==> src/design/ccs_pkg.sv <==
// Types, constants and step-angle function for the CORDIC sine/cosine block.
`default_nettype none
package ccs_pkg;

  localparam int unsigned WordW  = 32;
  localparam int unsigned AngleW = 16;
  localparam int unsigned OutW   = 16;

  localparam logic [AngleW-1:0] TWO_PI        = 16'd51472;
  localparam logic [AngleW-1:0] THREE_HALF_PI = 16'd38604;
  localparam logic [AngleW-1:0] PI_ANG        = 16'd25736;
  localparam logic [AngleW-1:0] HALF_PI       = 16'd12868;

  localparam logic signed [WordW-1:0] START_ANGLE  = 32'sd421657428;
  localparam logic signed [WordW-1:0] START_VECTOR = 32'sd652032874;
  localparam logic signed [OutW-1:0]  OUT_LIMIT    = 16'sd16384;

  localparam int unsigned AtanN = 10;

  localparam logic [WordW-1:0] ATAN_TBL [AtanN] = '{
    32'd248918915, 32'd131521918, 32'd66762579, 32'd33510843, 32'd16771758,
    32'd8387925,   32'd4194219,   32'd2097141,  32'd1048575,  32'd524288
  };

  typedef struct packed {
    logic                     neg_cos;
    logic                     neg_sin;
    logic signed [WordW-1:0]  cx;
    logic signed [WordW-1:0]  sy;
    logic signed [WordW-1:0]  acc;
    logic signed [WordW-1:0]  target;
  } ccs_vec_t;

  // step angle used by rotation step 'step' (1-based); halves past the table
  function automatic logic [WordW-1:0] rot_of(input int step);
    logic [WordW-1:0] r;
    if (step <= AtanN) begin
      r = ATAN_TBL[step-1];
    end else begin
      r = ATAN_TBL[AtanN-1] >> (step - AtanN);
    end
    return r;
  endfunction

endpackage
`default_nettype wire

==> src/design/ccs_stage.sv <==
// One rotation-mode CORDIC step with its pipeline register.
`default_nettype none
module ccs_stage #(
  parameter int STEP = 1
) (
  input  logic              clk,
  input  logic              rst_n,
  input  logic              vld_i,
  input  ccs_pkg::ccs_vec_t d_i,
  output logic              vld_o,
  output ccs_pkg::ccs_vec_t d_o
);
  import ccs_pkg::*;

  localparam logic signed [WordW-1:0] Rot = $signed(rot_of(STEP));

  logic signed [WordW-1:0] sy_sh;
  logic signed [WordW-1:0] cx_sh;
  logic                    up;
  logic                    vld_r;
  ccs_vec_t                d_r;
  ccs_vec_t                d_nxt;

  always_comb begin
    sy_sh = d_i.sy >>> STEP;
    cx_sh = d_i.cx >>> STEP;
    up    = d_i.target > d_i.acc;
    d_nxt = d_i;
    if (up) begin
      d_nxt.cx  = d_i.cx - sy_sh;
      d_nxt.sy  = d_i.sy + cx_sh;
      d_nxt.acc = d_i.acc + Rot;
    end else begin
      d_nxt.cx  = d_i.cx + sy_sh;
      d_nxt.sy  = d_i.sy - cx_sh;
      d_nxt.acc = d_i.acc - Rot;
    end
  end

  always_ff @(posedge clk) begin
    if (!rst_n) begin
      vld_r <= 1'b0;
    end else begin
      vld_r <= vld_i;
    end
  end

  always_ff @(posedge clk) begin
    d_r <= d_nxt;
  end

  assign vld_o = vld_r;
  assign d_o   = d_r;

endmodule
`default_nettype wire

==> config.mk <==
export PLATFORM = sky130hd
export DESIGN_NAME = ccs_stage
export DESIGN_NICKNAME = d
export VERILOG_FILES = /design/src/design/ccs_pkg.sv /design/src/design/ccs_stage.sv
export SDC_FILE = /design/constraint.sdc
export NUM_CORES = 1
export LEC_CHECK = 0
export BUFFER_PORTS_ARGS = -buffer_cell sky130_fd_sc_hd__buf_4
export CORE_MARGIN = 3
export CORE_UTILIZATION = 50
export DETAILED_ROUTE_END_ITERATION = 7
export PLACE_DENSITY = 0.77
export SYNTH_ARGS = -nofsm -noshare
export SYNTH_HDL_FRONTEND = slang
export SYNTH_SLANG_ARGS = --single-unit
==> constraint.sdc <==
create_clock -name clk -period 17.4 [get_ports clk]
set_input_delay 2.61 -clock clk [delete_from_list [all_inputs] [get_ports clk]]
set_output_delay 2.61 -clock clk [all_outputs]
set_load 0.02 [all_outputs]
Word level (Yosys, flattened, before mapping)
Cells that the tools add are included.
{ "word_totals": {"regBits": 131, "inputBits": 133, "output_inout_bits": 131, "word_cells": 15} }
{ "classes": {"add_sub_neg": 6, "order_cmp": 1, "mux": 1} }
{ "op_table": {"columns": ["operator", "n"], "rows": [
  ["two-way mux 96 bit", 1],
  ["adder 32 x 31 -> 32 bit", 2],
  ["subtractor 32 x 31 -> 32 bit", 2],
  ["adder 32 x 29 -> 32 bit (second input constant)", 1],
  ["> comparator 32 bit", 1],
  ["subtractor 32 x 29 -> 32 bit (second input constant)", 1]
]} }

Longest topological paths before layout
{ "logic_depth": {"depth_word": 2, "mapped_depth": 33, "ltp_nobuf": 26} }

Worst setup path before layout
Ideal clock, no wire load.
{ "synth_timing": {"path_kind": "input port to flip-flop", "start": "in d_i[45] (netlist name)", "end": "reg d_r, in the netlist d_o[126]", "setup_ps": 72, "arrival_ps": 8839, "required_ps": 17328, "setup_slack_ps": 8489, "stages": 33, "n_path_buf": 7, "cell_sequence": "clkbuf_1 -> inv_1 -> ha_1 -> nand4_1 -> nor2_1 -> o2bb2ai_1 -> o41ai_2 -> a21boi_1 -> o21a_1 -> buf_6 -> inv_4 -> buf_6 -> buf_2 -> buf_2 -> buf_1 -> buf_1 -> nor2_1 -> xor2_1 -> ha_1 -> nor2b_1 -> o21ai_0 -> a21boi_0 -> o211ai_1 -> a21oi_1 -> nor2_1 -> a31oi_1 -> a41o_1 -> o311a_1 -> a41o_1 -> a2111oi_0 -> o21bai_1 -> a21oi_1 -> xnor2_1"} }
{ "synth_lines": {"columns": ["element", "line_no", "rtl"], "rows": [
  ["start: declaration", "ccs_stage.sv:9", "input ccs_pkg::ccs_vec_t d_i,"],
  ["end signal: assignment", "ccs_stage.sv:49", "d_r <= d_nxt;"],
  ["end: declaration", "ccs_stage.sv:21", "ccs_vec_t d_r;"]
]} }

==> metrics <==
Layout fillers=1606; CTS Buf Count=17; Required @ worst endpoint=17700 ps; Synth async-reset ratio=0; GRT Overall Usage=0.252; f_max=116 MHz; fin util=0.655; Initial Utilization=0.511; die height=145 µm; setup_tns=0 ps; diode count=0; # rows=50; ANT nets after route=0; met3 Usage GRT=0.0579; Initial DRT Pass Iterations=5; clk root buf=clkbuf_16; hold buffers post-CTS=0; die width=145 µm; top_reg_cell synth=dfxtp_1; Pins Over Slew Limit=0; vias in the first global route=8742; WL/cell=16.1 µm; nets=1674; H-tree depth=4; Max-cap violations=0; Tmin final=8610 ps; worst hold path type=input port to flop; Mapped Nets=1422; largest cells by area after synthesis=dfxtp_1 27%, ha_1 15%, xnor2_1 9.7%; grt peak-use layer=met2; largest net degree at the start of global routing=89; clock slew at reported path FFs=60 ps; GRT Residual Overflow=0; Syn-to-layout area delta=28.1%; Worst VDD drop=95.4 µV; initial antenna violation count=0; Cell variety after synth=76; CTS tree=built; Synth top area share=0.273; post-CTS setup buffer count=0; first-pass GRT wire length=42500 µm; drt first-iter violations=550; Post-synth EDFFs=0; GR Util met2=0.418; CTS max path bufs=2; Leak=5.65 nW; outcome=finished, final reports clean; Slew @ Worst Pin=916 ps; post-synth top area cell=dfxtp_1; Setup CP Type=input port to flop; syn avg cell area=8.18 µm²; DRC=0; number of gates resized after CTS=0; sequential fraction of the synthesis area=0.273; Cells after Synth=1173; post-DP HPWL=21200 µm; die area=20900 µm²; final WL=26900 µm; routed vias/inst=5.57; routability congestion estimate=0.926; met1 GRT Util=0.325; area of the core=18800 µm²; I/O Pins=264; RSZ-0062 raised after global routing=no; CP Launch Type=input port; synthesized area=9590 µm²; critical path arrival=8920 ps; Final setup viols=0; worst-path fanout max=88; power per standard cell area=135 nW/µm²; area of the multi-input gates=6590 µm²; DR vias=9310; layout cells sized above 1=0.221; YS warnings=0; slew margin rel.=0.390; Port Buffer Count=263; Hold Violations, Final=0; # clock sinks=131; Critical Path End Type=flop; register area=2620 µm²; Synth Register Bits=131; Final Cycle Share=0.495
-- critical path, cell delays in order --
cell and delay (ps):
buf_4 140, inv_1 50, ha_1 280, nand4_1 190
nor2_1 110, o2bb2ai_1 150, o41ai_2 400, a21boi_1 140
o21a_4 370, inv_4 710, nor2_1 120, xnor2_1 160
ha_1 310, o21ai_0 120, a21boi_0 370, o211ai_1 170
a2111o_1 410, a211o_1 310, a21oi_1 300, nor3b_1 390
nor3_1 170, o31ai_1 350, or4_1 190, a31o_2 150
a21oi_1 80, xnor2_1 130
-- logic make-up after synthesis --
kind of cell,Yosys count,synth area share
compound gates,318,0.213
xor+xnor,153,0.140
fa+ha+maj,119,0.156
buf+inv,97,0.0403
flops,131,0.273
mux,2,0.00261
simple gates,353,0.175
-- metal layers --
metal | vias to the layer above | wire length, µm
met3 | 41 | 1780
met5 | - | 0
met2 | 323 | 12600
met1 | 4264 | 11900
met4 | 0 | 583
li1 | 4682 | -
-- cells in the final DEF, fill, tap and decap left out, drive strengths merged, types with 4 or more instances in the layout --
master,netlist,layout
inv,65,67
a21o,22,22
clkinvlp,0,4
o41ai,4,4
nand2,96,96
o31a,4,4
nand4,13,13
nor4,14,14
a21oi,115,115
nor3,32,32
o31ai,16,16
nand3,30,30
o21ai,70,70
nor2b,14,14
nand2b,15,15
a21boi,6,6
and2,7,7
xor2,47,47
clkinv,1,7
o22ai,6,6
xnor2,106,106
or4,4,4
a211oi,7,7
o211ai,9,9
o21a,11,11
dfxtp,131,131
a31oi,11,11
or3,5,5
and3,9,9
nor3b,6,6
buf,12,264
clkbuf,19,18
a31o,4,4
nor2,103,103
ha,114,114
-- area by class of cell --
cell class                 instances  area share
multi-input combinational        945       0.536
tap                              234      0.0238
clock inverter                    13     0.00906
inverter                          66      0.0204
sequential                       131       0.213
clock buffer                      18      0.0357
timing repair buffer             264       0.161
-- state kept, by name (all words and copies together) (netlist names) --
name   cells
d_o      130
vld_o      1
-- cells in the mapped netlist (15+ instances only) --
cell type  number
a21o_1         22
a21oi_1       112
clkbuf_1       19
dfxtp_1       131
ha_1          114
inv_1          64
nand2_1        96
nand2b_1       15
nand3_1        29
nor2_1        103
nor3_1         31
o21ai_0        66
o31ai_1        15
xnor2_1       106
xor2_1         47
-- power by group --
part	switching (mW)	total [mW]	internal, mW
clock	0.141	0.340	0.199
combinational	0.498	0.870	0.373
sequential	0.0341	0.447	0.413
-- through the flow --
step	std cells	setup WS (ps)	power [mW]	hold WS [ps]	area, µm²
finish	1671	8790	1.66	2290	12300
global route	1671	8300	1.76	2270	12300
CTS	1671	8890	1.67	2270	12300
detailed placement	1640	8450	1.32	2720	11700
global placement	1640	8500	1.31	2720	11700
floorplan	1173	8490	1.01	2640	9590
-- path summary, 6_finish.rpt --
check      from        to  slack [ps]  depth (start not counted)
max     d_i[45]   d_o[95]        8790                         26
min    d_i[128]  d_o[128]        2290                          1
Power figures use the tool's default switching activity.
