**src/design/ccs_pkg.sv**
```systemverilog
// Types, constants and step-angle function for the CORDIC sine/cosine block.
`default_nettype none
package ccs_pkg;

  localparam int unsigned WordW  = 32;
  localparam int unsigned AngleW = 16;
  localparam int unsigned OutW   = 16;

  localparam logic [AngleW-1:0] TWO_PI        = 16'd51472;
  localparam logic [AngleW-1:0] THREE_HALF_PI = 16'd38604;
  localparam logic [AngleW-1:0] PI_ANG        = 16'd25736;
  localparam logic [AngleW-1:0] HALF_PI       = 16'd12868;

  localparam logic signed [WordW-1:0] START_ANGLE  = 32'sd421657428;
  localparam logic signed [WordW-1:0] START_VECTOR = 32'sd652032874;
  localparam logic signed [OutW-1:0]  OUT_LIMIT    = 16'sd16384;

  localparam int unsigned AtanN = 10;

  localparam logic [WordW-1:0] ATAN_TBL [AtanN] = '{
    32'd248918915, 32'd131521918, 32'd66762579, 32'd33510843, 32'd16771758,
    32'd8387925,   32'd4194219,   32'd2097141,  32'd1048575,  32'd524288
  };

  typedef struct packed {
    logic                     neg_cos;
    logic                     neg_sin;
    logic signed [WordW-1:0]  cx;
    logic signed [WordW-1:0]  sy;
    logic signed [WordW-1:0]  acc;
    logic signed [WordW-1:0]  target;
  } ccs_vec_t;

  // step angle used by rotation step 'step' (1-based); halves past the table
  function automatic logic [WordW-1:0] rot_of(input int step);
    logic [WordW-1:0] r;
    if (step <= AtanN) begin
      r = ATAN_TBL[step-1];
    end else begin
      r = ATAN_TBL[AtanN-1] >> (step - AtanN);
    end
    return r;
  endfunction

endpackage
`default_nettype wire

```
**src/design/ccs_out.sv**
```systemverilog
// Output stage: take upper half, saturate, apply quadrant signs.
`default_nettype none
module ccs_out (
  input  logic                clk,
  input  logic                rst_n,
  input  logic                vld_i,
  input  ccs_pkg::ccs_vec_t   d_i,
  output logic                out_valid,
  output logic signed [15:0]  out_cosine,
  output logic signed [15:0]  out_sine
);
  import ccs_pkg::*;

  logic signed [OutW-1:0] hc;
  logic signed [OutW-1:0] hs;
  logic signed [OutW-1:0] cc;
  logic signed [OutW-1:0] cs;
  logic signed [OutW-1:0] cos_nxt;
  logic signed [OutW-1:0] sin_nxt;
  logic                   vld_r;
  logic signed [OutW-1:0] cos_r;
  logic signed [OutW-1:0] sin_r;

  always_comb begin
    hc = d_i.cx[WordW-1 -: OutW];
    hs = d_i.sy[WordW-1 -: OutW];
    cc = (hc > OUT_LIMIT) ? OUT_LIMIT : ((hc < -OUT_LIMIT) ? -OUT_LIMIT : hc);
    cs = (hs > OUT_LIMIT) ? OUT_LIMIT : ((hs < -OUT_LIMIT) ? -OUT_LIMIT : hs);
    cos_nxt = d_i.neg_cos ? -cc : cc;
    sin_nxt = d_i.neg_sin ? -cs : cs;
  end

  always_ff @(posedge clk) begin
    if (!rst_n) begin
      vld_r <= 1'b0;
    end else begin
      vld_r <= vld_i;
    end
  end

  always_ff @(posedge clk) begin
    cos_r <= cos_nxt;
    sin_r <= sin_nxt;
  end

  assign out_valid  = vld_r;
  assign out_cosine = cos_r;
  assign out_sine   = sin_r;

endmodule
`default_nettype wire

```
**config.mk**
```make
export PLATFORM = sky130hd
export DESIGN_NAME = ccs_out
export DESIGN_NICKNAME = d
export VERILOG_FILES = /design/src/design/ccs_pkg.sv /design/src/design/ccs_out.sv
export SDC_FILE = /design/constraint.sdc
export NUM_CORES = 1
export LEC_CHECK = 0
export BUFFER_PORTS_ARGS = -buffer_cell sky130_fd_sc_hd__clkbuf_2
export CORE_ASPECT_RATIO = 1.2
export CORE_MARGIN = 2
export CORE_UTILIZATION = 30
export DETAILED_ROUTE_END_ITERATION = 12
export MAX_ROUTING_LAYER = met4
export PLACE_DENSITY = 0.69
export SYNTH_ARGS = -nofsm -noshare
export SYNTH_HDL_FRONTEND = slang
export SYNTH_SLANG_ARGS = --single-unit
```
**constraint.sdc**
```tcl
create_clock -name clk -period 4 [get_ports clk]
set_clock_uncertainty 0.05 [all_clocks]
set_input_delay 0.8 -clock clk [delete_from_list [all_inputs] [get_ports clk]]
set_output_delay 0.8 -clock clk [all_outputs]
set_load 0.01 [all_outputs]
```
Word level (Yosys, flattened, before mapping)
Index checks and enable logic that the tools add are counted.

word-level totals
  bits in registers = 33
  input bits = 133
  output and inout port bits = 33
  word-level logic and storage cells = 15

operators by class
  add/subtract/negate cells = 2
  magnitude comparators = 4
  multiplexer cells = 6

operators by type and width
  cell                                                                            number
  16-bit 2-to-1 mux                                                               6
  16-bit > comparator, second input constant                                      2
  16-bit by 15-bit less-than comparator with 1-bit output, second input constant  2
  16-bit negator                                                                  2

Logic depth before layout (Yosys ltp)
  word-level depth = 5
  mapped depth = 11
  gate-level depth less buffers = 8

Worst setup path after synthesis
OpenSTA, ideal clock, no wires.

  path type = input port to flip-flop
  start point = in d_i[95] in the netlist's numbering
  end point = reg sin_r[6], in the netlist out_sine[6]
  setup time = 0.074 ns
  arrival time = 2.533 ns
  data required time = 3.876 ns
  setup slack = 1.343 ns
  cell stages on the path = 11
  buffers on the path = 3
  cell sequence = clkbuf_1 -> xnor2_1 -> nand2_1 -> ha_1 -> clkbuf_1 -> nor2b_1 -> clkbuf_1 -> nor2_1 -> o21ai_0 -> o21ai_0 -> a31oi_1

between the ends
  word-level cells in the longest chain between the ends = 5
  elaborated cells on any way between the ends = 6
  classes of those cells = add/sub (1); order compare (2); mux (3)

ends and longest elaborated chain
  what                                                     RTL line       text
  start: declaration                                       ccs_out.sv:7   input ccs_pkg::ccs_vec_t d_i,
  16-bit by 15-bit less-than comparator with 1-bit output  ccs_out.sv:28  cs = (hs > OUT_LIMIT) ? OUT_LIMIT : ((hs < -OUT_LIMIT) ? -OUT_LIMIT : hs);
  16-bit 2-to-1 mux                                        ccs_out.sv:28
  16-bit 2-to-1 mux (*)                                    ccs_out.sv:28
  16-bit negator                                           ccs_out.sv:30  sin_nxt = d_i.neg_sin ? -cs : cs;
  16-bit 2-to-1 mux (*)                                    ccs_out.sv:30
  net sin_nxt[6]                                           ccs_out.sv:19  logic signed [OutW-1:0] sin_nxt;
  end signal: assignment                                   ccs_out.sv:43  sin_r <= sin_nxt;
  end: declaration                                         ccs_out.sv:22  logic signed [OutW-1:0] sin_r;

Mark *: on every way through the listed nets, which the timed path passes. The rest lies on a longest branch.
A chain may end at the register's enable or synchronous reset.

Worst setup path in the final report
Ends and elaborated chain as after synthesis.

==> out/results.tsv <==
metric	value	unit
crit share post-route	70.63	%
Post-Route WL	4.358	mm
sequential-to-total area share from yosys stat	38.88	%
P&R area growth vs syn	28.35	%
DR vias/cell	5.104	
placed insts	330	
Max Fclk	0.3540	GHz
Remaining DRCs	0	
syn avg cell area	8.329	um2
CP max FO	10	
Finish-stage setup viols	0	
TritonCTS buffer count	5	
starting density of the core	30.59	%
CTS root buffer	clkbuf_8	
clock sinks	33	
top layer in use	met4	
Worst-path clk slew	70	ps
critical path arrival	2990	ps
setup TNS	0	ps
Post-synth EDFFs	0	
post-synthesis cell area	1699	um2
HP Class	input port to register	
core area	5555	um2
Die W	72.70	um
area leader, netlist	dfxtp_1	
port bufs	69	
#FFs+latches synth	33	
DR WL met2	1.962	mm
Synth Warn #	0	
syn_nets	339	
CTS Hold Bufs	0	
status	complete, no violations	
Slew Limit Fails	0	
HPWL after detailed placement	3.379	mm
Die Height	86.44	um
met3 WL post-DR	383	um
slew margin rel.	50.80	%
final hold violations	0	
1st-pass router iterations	4	
wire length per cell	12.93	um
vias after detailed routing	1720	
area share of the largest cell type after synthesis	38.88	%
Startpoint Class	input port	
MaxCap Viol Count	0	
cts repair resizes	0	
total design power	0.0008279	W
antenna viol nets, final	0	
Final Core Density	39.26	%
leading register cell type out of synthesis	dfxtp_1	
I/O pin count	166	
VDD IR max	0.1654	mV
vias in the first global route	1570	
Longest Clk Path Bufs	2	
Crit path required time	4160	ps
Final min period	2825	ps
largest net degree at the start of global routing	20	
Non-Filler Instances	337	
Leak Pwr	0.9898	nW
share of cells above drive strength 1	31.50	%
Slowest-stage cell, CP	xnor2_1	
met1 WL	1.952	mm
TritonCTS clock tree	yes	
RSZ-0062 raised after global routing	no	
crit-path cells	clkbuf_2 > xnor2_1 > nand2_1 > ha_1 > nor2b_1 > nor2_1 > o21ai_0 > o21ai_0 > a31oi_1	
die area	6284	um2
NumNets Final	408	
largest cells by area after synthesis	dfxtp_1, nor2_1, xor2_1	
Cells after Synth	204	
Final Wtd Congestion	0.8866	
# rows	30	
setup bufs post-CTS	0	
grt ovf	0	
Slowest Stage Delay on Critical Path	620	ps
Tot GR Track Use	14.43	%
# diodes	0	
FILL cells	582	
initial antenna violation count	0	
CP most frequent cell	o21ai_0	
pwr/cell area	379.6	nW/um2
FFs w/ async S/R, synth	0	%
first-pass GRT wire length	6.886	mm
1st-iter DRT viols	132	
H-tree Lvls	2	
CP endpoint kind	register	
crit path kind	input port to register	
post-synthesis cell type count	43	
Least-Margin Pin Slew	732.7	ps
cells by family (layout without fill, tap and decap cells):
| family | count (synthesis) | after routing | share of synthesized area, % |
|---|---|---|---|
| AOI/OAI and AO/OA | 51 | 51 | 20.55 |
| xor gates and xnor gates | 16 | 16 | 8.247 |
| adders and majority gates | 2 | 2 | 1.473 |
| buffers and inverters | 17 | 86 | 4.197 |
| DFF | 33 | 33 | 38.88 |
| muxes | 2 | 2 | 1.178 |
| and+or+nand+nor | 83 | 83 | 25.48 |
per-layer routing:
| metal | vias up | global-route usage (%) |
|---|---|---|
| li1 | 871 | - |
| met1 | 764 | 16.83 |
| met2 | 80 | 22.89 |
| met3 | 5 | 4.419 |
| met4 | 0 | 6.061 |
| met5 | - | - |
registers in the layout, summed over array words and instances, names as in the netlist:
name and cells:
out_sine 16, out_valid 1, out_cosine 16
power breakdown:
group	internal [W]	switching (W)	total, W
clock	0.000136	0.000114	0.000251
combinational	0.0000808	0.000119	0.000199
sequential	0.000368	0.00000975	0.000378
total	0.000585	0.000243	0.000828
layout by cell type (no fill, tap or decap), types with 4 or more instances in the layout:
cell / count
dfxtp_1: 33
inv_1: 9
a211oi_1: 4
a21oi_1: 7
xnor2_1: 5
o21ai_0: 11
or4_4: 4
nand2_1: 23
a31oi_1: 7
nor2_1: 26
clkbuf_8: 6
xor2_1: 11
clkbuf_2: 69
nor3_1: 5
cell type report:
type	instances	area [um2]	area share [%]
Clock buffer	7	86.33	3.959
Multi-Input combinational cell	154	967.2	44.35
Inverter	9	33.78	1.549
Timing Repair Buffer	70	352.8	16.18
Tap cell	64	80.08	3.672
Sequential cell	33	660.6	30.29
stage by stage:
stage	cell area (um2)	worst slack, ps	hold slack, ps
6_report	2181	1175	672.7
5_1_grt	2181	955.7	664.3
4_1_cts	2181	1188	671.3
3_5_place_dp	2095	891.8	963.9
3_3_place_gp	2095	904.3	957.2
2_1_floorplan	1699	1343	849.6
cells in the mapped netlist (all sizes together) (2+ instances only):
library cell	n
dfxtp	33
nor2	26
nand2	23
o21ai	15
xor2	11
inv	9
a21oi	7
a31oi	7
clkbuf	7
nor3	5
or4	5
xnor2	5
a211oi	4
nor4	4
o31ai	4
nand3	3
nand3b	3
nor2b	3
o211ai	3
o41ai	3
or3	3
a31o	2
and2	2
ha	2
mux2i	2
or2	2
worst max-delay path, delay by kind of cell:
family	cells	cell delay, ps
simple gates	3	720
xor+xnor	1	620
compound gates	3	360
fa+ha+maj	1	350
buf+inv	1	140
worst paths after layout:
path                     from     endpoint  slack, ps  cells after the start
worst max-delay path  d_i[95]  out_sine[6]       1170                      9
worst min-delay path    vld_i    out_valid        670                      2
Note: power is estimated with default switching activity, not from simulation.
