$ cat config.mk
export PLATFORM = sky130hd
export DESIGN_NAME = ccs_fold
export DESIGN_NICKNAME = d
export VERILOG_FILES = /design/src/design/ccs_pkg.sv /design/src/design/ccs_fold.sv
export SDC_FILE = /design/constraint.sdc
export NUM_CORES = 1
export LEC_CHECK = 0
export ABC_AREA = 1
export BUFFER_PORTS_ARGS = -buffer_cell sky130_fd_sc_hd__buf_2
export CAP_MARGIN = 20
export CORE_AREA = 2 2 84 86
export DETAILED_ROUTE_END_ITERATION = 10
export DIE_AREA = 0 0 86 88
export PLACE_DENSITY_LB_ADDON = 0.08
export SLEW_MARGIN = 30
export SYNTH_ARGS = -nofsm -noshare
export SYNTH_HDL_FRONTEND = slang
export SYNTH_SLANG_ARGS = --single-unit
$ cat constraint.sdc
create_clock -name clk -period 8.6 [get_ports clk]
set_clock_uncertainty 0.15 [all_clocks]
set_input_delay 1.72 -clock clk [delete_from_list [all_inputs] [get_ports clk]]
set_output_delay 1.72 -clock clk [all_outputs]
set_load 0.01 [all_outputs]
$ cat src/design/ccs_pkg.sv
// Types, constants and step-angle function for the CORDIC sine/cosine block.
`default_nettype none
package ccs_pkg;

  localparam int unsigned WordW  = 32;
  localparam int unsigned AngleW = 16;
  localparam int unsigned OutW   = 16;

  localparam logic [AngleW-1:0] TWO_PI        = 16'd51472;
  localparam logic [AngleW-1:0] THREE_HALF_PI = 16'd38604;
  localparam logic [AngleW-1:0] PI_ANG        = 16'd25736;
  localparam logic [AngleW-1:0] HALF_PI       = 16'd12868;

  localparam logic signed [WordW-1:0] START_ANGLE  = 32'sd421657428;
  localparam logic signed [WordW-1:0] START_VECTOR = 32'sd652032874;
  localparam logic signed [OutW-1:0]  OUT_LIMIT    = 16'sd16384;

  localparam int unsigned AtanN = 10;

  localparam logic [WordW-1:0] ATAN_TBL [AtanN] = '{
    32'd248918915, 32'd131521918, 32'd66762579, 32'd33510843, 32'd16771758,
    32'd8387925,   32'd4194219,   32'd2097141,  32'd1048575,  32'd524288
  };

  typedef struct packed {
    logic                     neg_cos;
    logic                     neg_sin;
    logic signed [WordW-1:0]  cx;
    logic signed [WordW-1:0]  sy;
    logic signed [WordW-1:0]  acc;
    logic signed [WordW-1:0]  target;
  } ccs_vec_t;

  // step angle used by rotation step 'step' (1-based); halves past the table
  function automatic logic [WordW-1:0] rot_of(input int step);
    logic [WordW-1:0] r;
    if (step <= AtanN) begin
      r = ATAN_TBL[step-1];
    end else begin
      r = ATAN_TBL[AtanN-1] >> (step - AtanN);
    end
    return r;
  endfunction

endpackage
`default_nettype wire

$ cat src/design/ccs_fold.sv
// Input stage: range reduction, quadrant folding and CORDIC seed.
`default_nettype none
module ccs_fold (
  input  logic                  clk,
  input  logic                  rst_n,
  input  logic                  req,
  input  logic [15:0]           angle,
  output logic                  vld_o,
  output ccs_pkg::ccs_vec_t     d_o
);
  import ccs_pkg::*;

  logic [AngleW-1:0] a_red;
  logic [AngleW-1:0] a_fold;
  logic              neg_cos;
  logic              neg_sin;
  logic              vld_r;
  ccs_vec_t          d_r;
  ccs_vec_t          d_nxt;

  always_comb begin
    a_red   = (angle > TWO_PI) ? angle - TWO_PI : angle;
    a_fold  = a_red;
    neg_cos = 1'b0;
    neg_sin = 1'b0;
    if (a_red > THREE_HALF_PI) begin
      a_fold  = TWO_PI - a_red;
      neg_sin = 1'b1;
    end else if (a_red > PI_ANG) begin
      a_fold  = a_red - PI_ANG;
      neg_cos = 1'b1;
      neg_sin = 1'b1;
    end else if (a_red > HALF_PI) begin
      a_fold  = PI_ANG - a_red;
      neg_cos = 1'b1;
    end
    d_nxt.neg_cos = neg_cos;
    d_nxt.neg_sin = neg_sin;
    d_nxt.cx      = START_VECTOR;
    d_nxt.sy      = START_VECTOR;
    d_nxt.acc     = START_ANGLE;
    d_nxt.target  = $signed({a_fold, 16'd0});
  end

  always_ff @(posedge clk) begin
    if (!rst_n) begin
      vld_r <= 1'b0;
    end else begin
      vld_r <= req;
    end
  end

  always_ff @(posedge clk) begin
    d_r <= d_nxt;
  end

  assign vld_o = vld_r;
  assign d_o   = d_r;

endmodule
`default_nettype wire

After elaboration in Yosys (flattened, before gate mapping)
Cells that the tools add are included.
{ "totals": {"output_inout_bits": 131, "ff_bits": 19, "word_cells": 19, "in_bits": 19} }
{ "op_classes": {"n_mux": 7, "n_addsub": 4, "magnitude_cmp": 4} }
{ "op_table": {"columns": ["cell", "n"], "rows": [
  ["$mux 16", 4],
  ["$gt 16x16->1 const B", 2],
  ["$gt 16x14->1 const B", 1],
  ["$gt 16x15->1 const B", 1],
  ["$sub 15x16->16 const A", 1],
  ["$sub 16x15->16 const B", 1],
  ["$sub 16x16->16 const A", 1],
  ["$sub 16x16->16 const B", 1],
  ["$mux 1", 3]
]} }

Logic depth before layout (Yosys ltp)
Gate-level depths: netlist of the first run.
{ "logic_depth": {"ltp_word": 6, "mapped_depth": 22, "ltp_nobuf": 22} }

Least setup slack after synthesis of the first run
No wires, ideal clock.
{ "synth_timing": {"path_kind": "input to register", "startpoint": "input angle[4]", "endpoint": "register d_r (netlist bit d_o[31])", "path_stages": 21, "arrival_ns": 3.822, "path_slack_ns": 4.520, "path_buffers": 0, "required_time_ns": 8.341, "setup_time_ns": 0.109, "path_cell_list": "inv_1 > ha_1 > nand3_1 > nand3_1 > nand2_4 > nand2_8 > nand2_1 > nand2_2 > inv_1 > ha_1 > inv_1 > o21ai_2 > nand2_1 > o21ai_2 > nand2_1 > o21ai_1 > o21ai_1 > nand2_1 > nand2_1 > nand2_1 > inv_1"} }
{ "synth_via": {"elab_chain_cells": 6, "word_cells_on_any_way": 12, "cone_classes": "add/sub: 4; order compare: 4; mux: 4"} }
{ "synth_lines": {"columns": ["item", "line", "rtl"], "rows": [
  ["from (decl)", "ccs_fold.sv:7", "input logic [15:0] angle,"],
  ["$sub 16x16->16 / $gt 16x16->1 (equally long branches)", "ccs_fold.sv:22", "a_red = (angle > TWO_PI) ? angle - TWO_PI : angle;"],
  ["$mux 16 (*)", "ccs_fold.sv:22", null],
  ["$sub 15x16->16 / $gt 16x14->1 (equally long branches)", "ccs_fold.sv:34, ccs_fold.sv:33", null],
  ["$mux 16", "ccs_fold.sv:33", "end else if (a_red > HALF_PI) begin"],
  ["$mux 16", "ccs_fold.sv:29", "end else if (a_red > PI_ANG) begin"],
  ["$mux 16 (*)", "ccs_fold.sv:26", "if (a_red > THREE_HALF_PI) begin"],
  ["named net a_fold[15]", "ccs_fold.sv:14", "logic [AngleW-1:0] a_fold;"],
  ["to (signal assigned)", "ccs_fold.sv:54", "d_r <= d_nxt;"],
  ["to (decl)", "ccs_fold.sv:18", "ccs_vec_t d_r;"]
]} }
The timed path passes the listed nets; every way through them passes the cells marked *.
A chain may end at the register's enable or synchronous reset.

Final worst setup path of the first run
{ "layout_timing": {"startpoint": "input angle[1]", "endpoint": "register d_r (netlist bit d_o[29])"} }
Same word-level chain as after synthesis.

==> results of run 1 <==
[layout by cell type (no fill, tap or decap), types with 7 or more instances in the layout]
cell type / count
nand2_2: 13
conb_1: 112
o21ai_2: 7
nand2_1: 202
nor2_1: 38
inv_1: 38
buf_2: 37
dfxtp_1: 19
nand3_1: 40
o21ai_1: 7
xor2_1: 19
o21ai_0: 11
nand4_1: 7
inv_2: 13
[per-stage QoR]
step	total power, mW	cells
floorplan	0.3143	687
global placement	0.3205	684
detailed placement	0.3202	684
CTS	0.3860	688
global route	0.4204	688
finish	0.3868	688
[registers in the layout, indices dropped and copies added (netlist names)]
register,cells
vld_o,1
d_o,18
[cell families after synthesis]
family                   synth area share [%]
AO/OA/AOI/OAI                           6.385
XOR/XNOR                                5.363
buffers and inverters                   32.73
other                                  0.2190
flip-flops                              11.09
AND/OR/NAND/NOR                         42.03
adder cells (fa/ha/maj)                 2.189
[synth_stat cells (all sizes together)]
master  instances  area, µm²
xor2           19      166.4
o21bai          1      7.510
buf           120      930.9
conb            2      7.510
o211ai          1      12.51
nand3          43      237.7
a31oi           1      6.260
nand2         219      893.4
ha              6      75.07
o21ai          26      167.7
nor2           46      207.7
a21oi           5      25.02
nand3b          3      22.52
nor3            5      30.03
dfxtp          19      380.4
inv            51      191.4
nand4           7      43.79
xnor2           2      17.52
nor4            1      6.260
[where the power goes]
| part | internal [mW] | leakage, nW | total [mW] | switching (mW) |
|---|---|---|---|---|
| Combinational | 0.0628 | 1.75 | 0.212 | 0.149 |
| Clock | 0.0331 | 0.0228 | 0.0668 | 0.0337 |
| Sequential | 0.105 | 0.160 | 0.109 | 0.00314 |
[per-layer routing]
layer	up-vias	track usage, %	part of all wire [%]
li1	1627	-	-
met2	114	32.63	48
met4	0	4.762	1.5
met3	9	1.414	5.6
met1	1366	25.91	45
met5	-	0	0
[final cells by class]
type / instances / area, µm² / area share, %
clock buffers: 4 / 45.04 / 1.389
inverters: 51 / 191.4 / 5.905
multi-input cells: 497 / 2340 / 72.17
flip-flops and latches: 19 / 380.4 / 11.73
well taps: 80 / 100.1 / 3.088
repair buffers: 37 / 185.2 / 5.712
[path summary, 6_finish.rpt]
path	startpoint	to	depth (start not counted)
setup / recovery	angle[1]	d_o[29]	23
hold / removal	angle[0]	d_o[16]	1
==> results.yml, run 1 <==
run_status:
  outcome: "finished with violations"
  failed_checks: "design-rule violations"
run:
  drv_cap: 0
floorplanning:
  placementRows: 30
  dieWidth_um: 86
  die_area_mm2: 0.007568
  pin_count: 150
  core_region_area_mm2: 0.006644
  die_y_um: 88
  initial_utilization_pct: 51.62
placement:
  hpwl_um: 6009
  place_area_mm2: 0.003197
  routabilityCongestion: 0.9219
  port_buffers: 37
  pre_cts_ws_ns: 3.921
power_and_ir_drop:
  irDropWorstVdd_v: 0.00003738
  p_leak_nw: 1.935
  powerDensity_mw_per_mm2: 119.3
synth:
  synthDistinctLibCells: 33
  ys_warn_count: 0
  postSynthCellCount: 577
  syn_avg_cell_area_um2: 5.944
  syn_area_mm2: 0.003430
  yosysSeqAreaShare_pct: 11.09
  ys_seq_elements: 19
timing:
  max_slew_margin_pct: 58.81
  hold_viol: 0
  setup-tns-final_ns: 0
  finalCritPeriodShare_pct: 51.22
  fmax_ghz: 0.2270
  tightest_slew_ns: 0.6138
  slew_violations: 0
  hold_slack_ns: 1.412
  finalCriticalPeriod_ns: 4.405
  grt_setup_unrepaired: "no"
  finalSetupViolations: 0
  fin_ws_ns: 4.195
detailed_routing:
  routedWlPerCell_um: 10.76
  vias_per_cell: 4.529
  drc: 1
  ant_nets: 0
  drtIter0Drc: 191
  vias: 3116
  firstDrtPassIters: 8
  wirelength_um: 7403
final_layout:
  diodes: 0
  final_util_pct: 48.79
  fillers: 742
  final_nets: 634
  postLayoutCellArea_mm2: 0.003242
  syn_to_final_growth_pct: -5.472
  drive_above_1_share_pct: 14.97
critical_path:
  crit_chain: "buf_2 -> inv_1 -> ha_1 -> nand3_1 -> inv_1 -> nand3_4 -> nand2_8 -> nand2_1 -> nand2_2 -> ha_1 -> inv_1 -> o21bai_1 -> nand2_1 -> nand2_1 -> nand3_1 -> nand2_1 -> nand2_1 -> nand2_1 -> nand2_1 -> nand2_1 -> nand2_1 -> nand2_1 -> nand2_1"
  cpPeakStageDelay_ns: 0.26
  worst-path-max-fanout: 19
  path_buf_inv: 4
  crit_arrival_ns: 4.41
  end_kind: "flip-flop"
  critPathMostFrequentCell: "nand2_1"
  crit_type: "input pin to flip-flop"
  crit_family: "simple AND/OR/NAND/NOR gates"
  slowest_stage: "o21bai_1"
  worst_ep_required_time_ns: 8.61
  worst_setup_path_start_kind: "input pin"
worst_hold_path:
  hold_class: "input pin to flip-flop"
cts:
  clk_pin_slew_ns: 0.08
  cts_tree: "yes"
  h-tree-depth: 1
  ctsLongestPathBuffers: 2
  postCtsSetupRepairBufs: 0
  ctsResizeCount: 0
  cts.sinks: 19
  cts-buffers-inserted: 3
  cts-hold-fix-buffers: 0
  root_buffer: "clkbuf_8"
grt:
  grt_pass1_wl_um: 11820
  grt_overflow: 0
  grt_max_degree: 20
  grt_antenna_before_repair: 0
  track_usage_pct: 19.04
  grt_pass1_vias: 2541
No activity file was read; power rests on OpenSTA's default activity.
==> run 2: changes to the inputs <==
- CORE_AREA: 2 2 84 86 -> 2 2 87 89
- DIE_AREA: 0 0 86 88 -> 0 0 89 91
- clock period: 8.6 -> 4.6 ns (I/O delays scaled with it)
==> run 2 against run 1 <==
The flow now finishes without violations. Clock-buffer cell count unchanged. First-iteration DRC count up 13%. Total power up 87%. Sequential cell count unchanged. Cell area up 1.2%. Combinational power up 88%. Utilization down 2.8 points. Clock power up 81%. Final cell count up 3.1%. Critical path depth down 1. Sequential power up 86%. Critical endpoint is now d_o[31]. Largest cell class unchanged.
==> results.yml, run 2 (synthesis results as in run 1) <==
detailed_routing:
  drc: 0
  drtIter0Drc: 216
  vias_per_cell: 4.381
  routedWlPerCell_um: 10.44
  vias: 3106
  firstDrtPassIters: 5
  ant_nets: 0
  wirelength_um: 7399
floorplanning:
  core_region_area_mm2: 0.007137
  dieWidth_um: 89
  placementRows: 31
  die_y_um: 91
  initial_utilization_pct: 48.05
  die_area_mm2: 0.008099
  pin_count: 150
power_and_ir_drop:
  powerDensity_mw_per_mm2: 220.0
  irDropWorstVdd_v: 0.00007276
  p_leak_nw: 1.945
  power_mw: 0.7218
run:
  drv_cap: 0
cts:
  postCtsSetupRepairBufs: 0
  cts-hold-fix-buffers: 0
  clk_pin_slew_ns: 0.08
  cts_tree: "yes"
  h-tree-depth: 1
  cts-buffers-inserted: 3
  cts.sinks: 19
  ctsLongestPathBuffers: 2
  root_buffer: "clkbuf_8"
  ctsResizeCount: 0
timing:
  hold_viol: 0
  setup-tns-final_ns: 0
  fin_ws_ns: 1.005
  slew_violations: 0
  finalCriticalPeriod_ns: 3.595
  finalSetupViolations: 0
  fmax_ghz: 0.2782
  grt_setup_unrepaired: "no"
  hold_slack_ns: 0.6343
  finalCritPeriodShare_pct: 78.14
placement:
  port_buffers: 37
  hpwl_um: 6171
  place_area_mm2: 0.003236
  dp_cells: 705
  routabilityCongestion: 0.9140
  pre_cts_ws_ns: 0.7510
final_layout:
  largest_reg_flops: 18
  stdcell_count: 709
  drive_above_1_share_pct: 15.25
  syn_to_final_growth_pct: -4.341
  layout_common_cells: "nand2_1 (202), conb_1 (112), nand3_1 (40)"
  mostFrequentLayoutCell: "nand2_1"
  diodes: 0
  final_nets: 636
  final_util_pct: 45.97
  postLayoutCellArea_mm2: 0.003281
grt:
  grt_overflow: 0
  grt_pass1_vias: 2598
  grt_max_degree: 20
  grt_antenna_before_repair: 0
  grt_pass1_wl_um: 11960
  track_usage_pct: 17.97
critical_path:
  crit_type: "input pin to flip-flop"
  end_kind: "flip-flop"
  critPathLaunch: "angle[4]"
  worst_setup_path_start_kind: "input pin"
  worst_ep_required_time_ns: 4.61
  worst-path-max-fanout: 19
  endpoint: "d_o[31]"
  crit_arrival_ns: 3.61
worst_hold_path:
  min_path_cells: 1
  hold_class: "input pin to flip-flop"
run_status:
  outcome: "finished clean"
[run 2: critical path, stage by stage]
cell and delay (ns):
buf_2 0.10, inv_1 0.08, ha_1 0.25, nand3_1 0.13
nand3_1 0.13, nand2_4 0.17, nand2_8 0.13, nand2_1 0.10
nand2_2 0.15, inv_1 0.18, ha_1 0.16, inv_1 0.04
o21ai_2 0.19, nand2_1 0.14, o21ai_2 0.21, nand2_1 0.08
o21ai_1 0.14, o21ai_1 0.08, nand2_1 0.07, nand2_1 0.04
nand2_1 0.06, inv_1 0.04
[run 2: cell type report]
class	instances	area (µm²)
fill	817	3856
multi-input combinational	497	2340
sequential	19	380.4
timing repair buffer	39	200.2
inverter	51	191.4
tap	99	123.9
clock buffer	4	45.04
[run 2: routing by layer]
| layer | up-vias | global-route usage, % | wire length, µm |
|---|---|---|---|
| li1 | 1636 | - | - |
| met1 | 1325 | 24.47 | 3275 |
| met2 | 131 | 30.29 | 3491 |
| met3 | 14 | 1.636 | 490 |
| met4 | 0 | 4.104 | 142 |
| met5 | - | 0 | 0 |
[run 2: worst min path at each step]
stage	start	end	slack (ns)
floorplan	angle[0]	d_o[16]	0.80
global placement	angle[0]	d_o[16]	0.89
detailed placement	angle[0]	d_o[16]	0.90
CTS	angle[0]	d_o[16]	0.62
global route	angle[0]	d_o[16]	0.63
finish	angle[0]	d_o[16]	0.63
[run 2: report_power, final]
group          internal (mW)  total [mW]  switching [mW]
clock                 0.0616       0.121          0.0590
combinational          0.120       0.398           0.278
sequential             0.197       0.203         0.00605
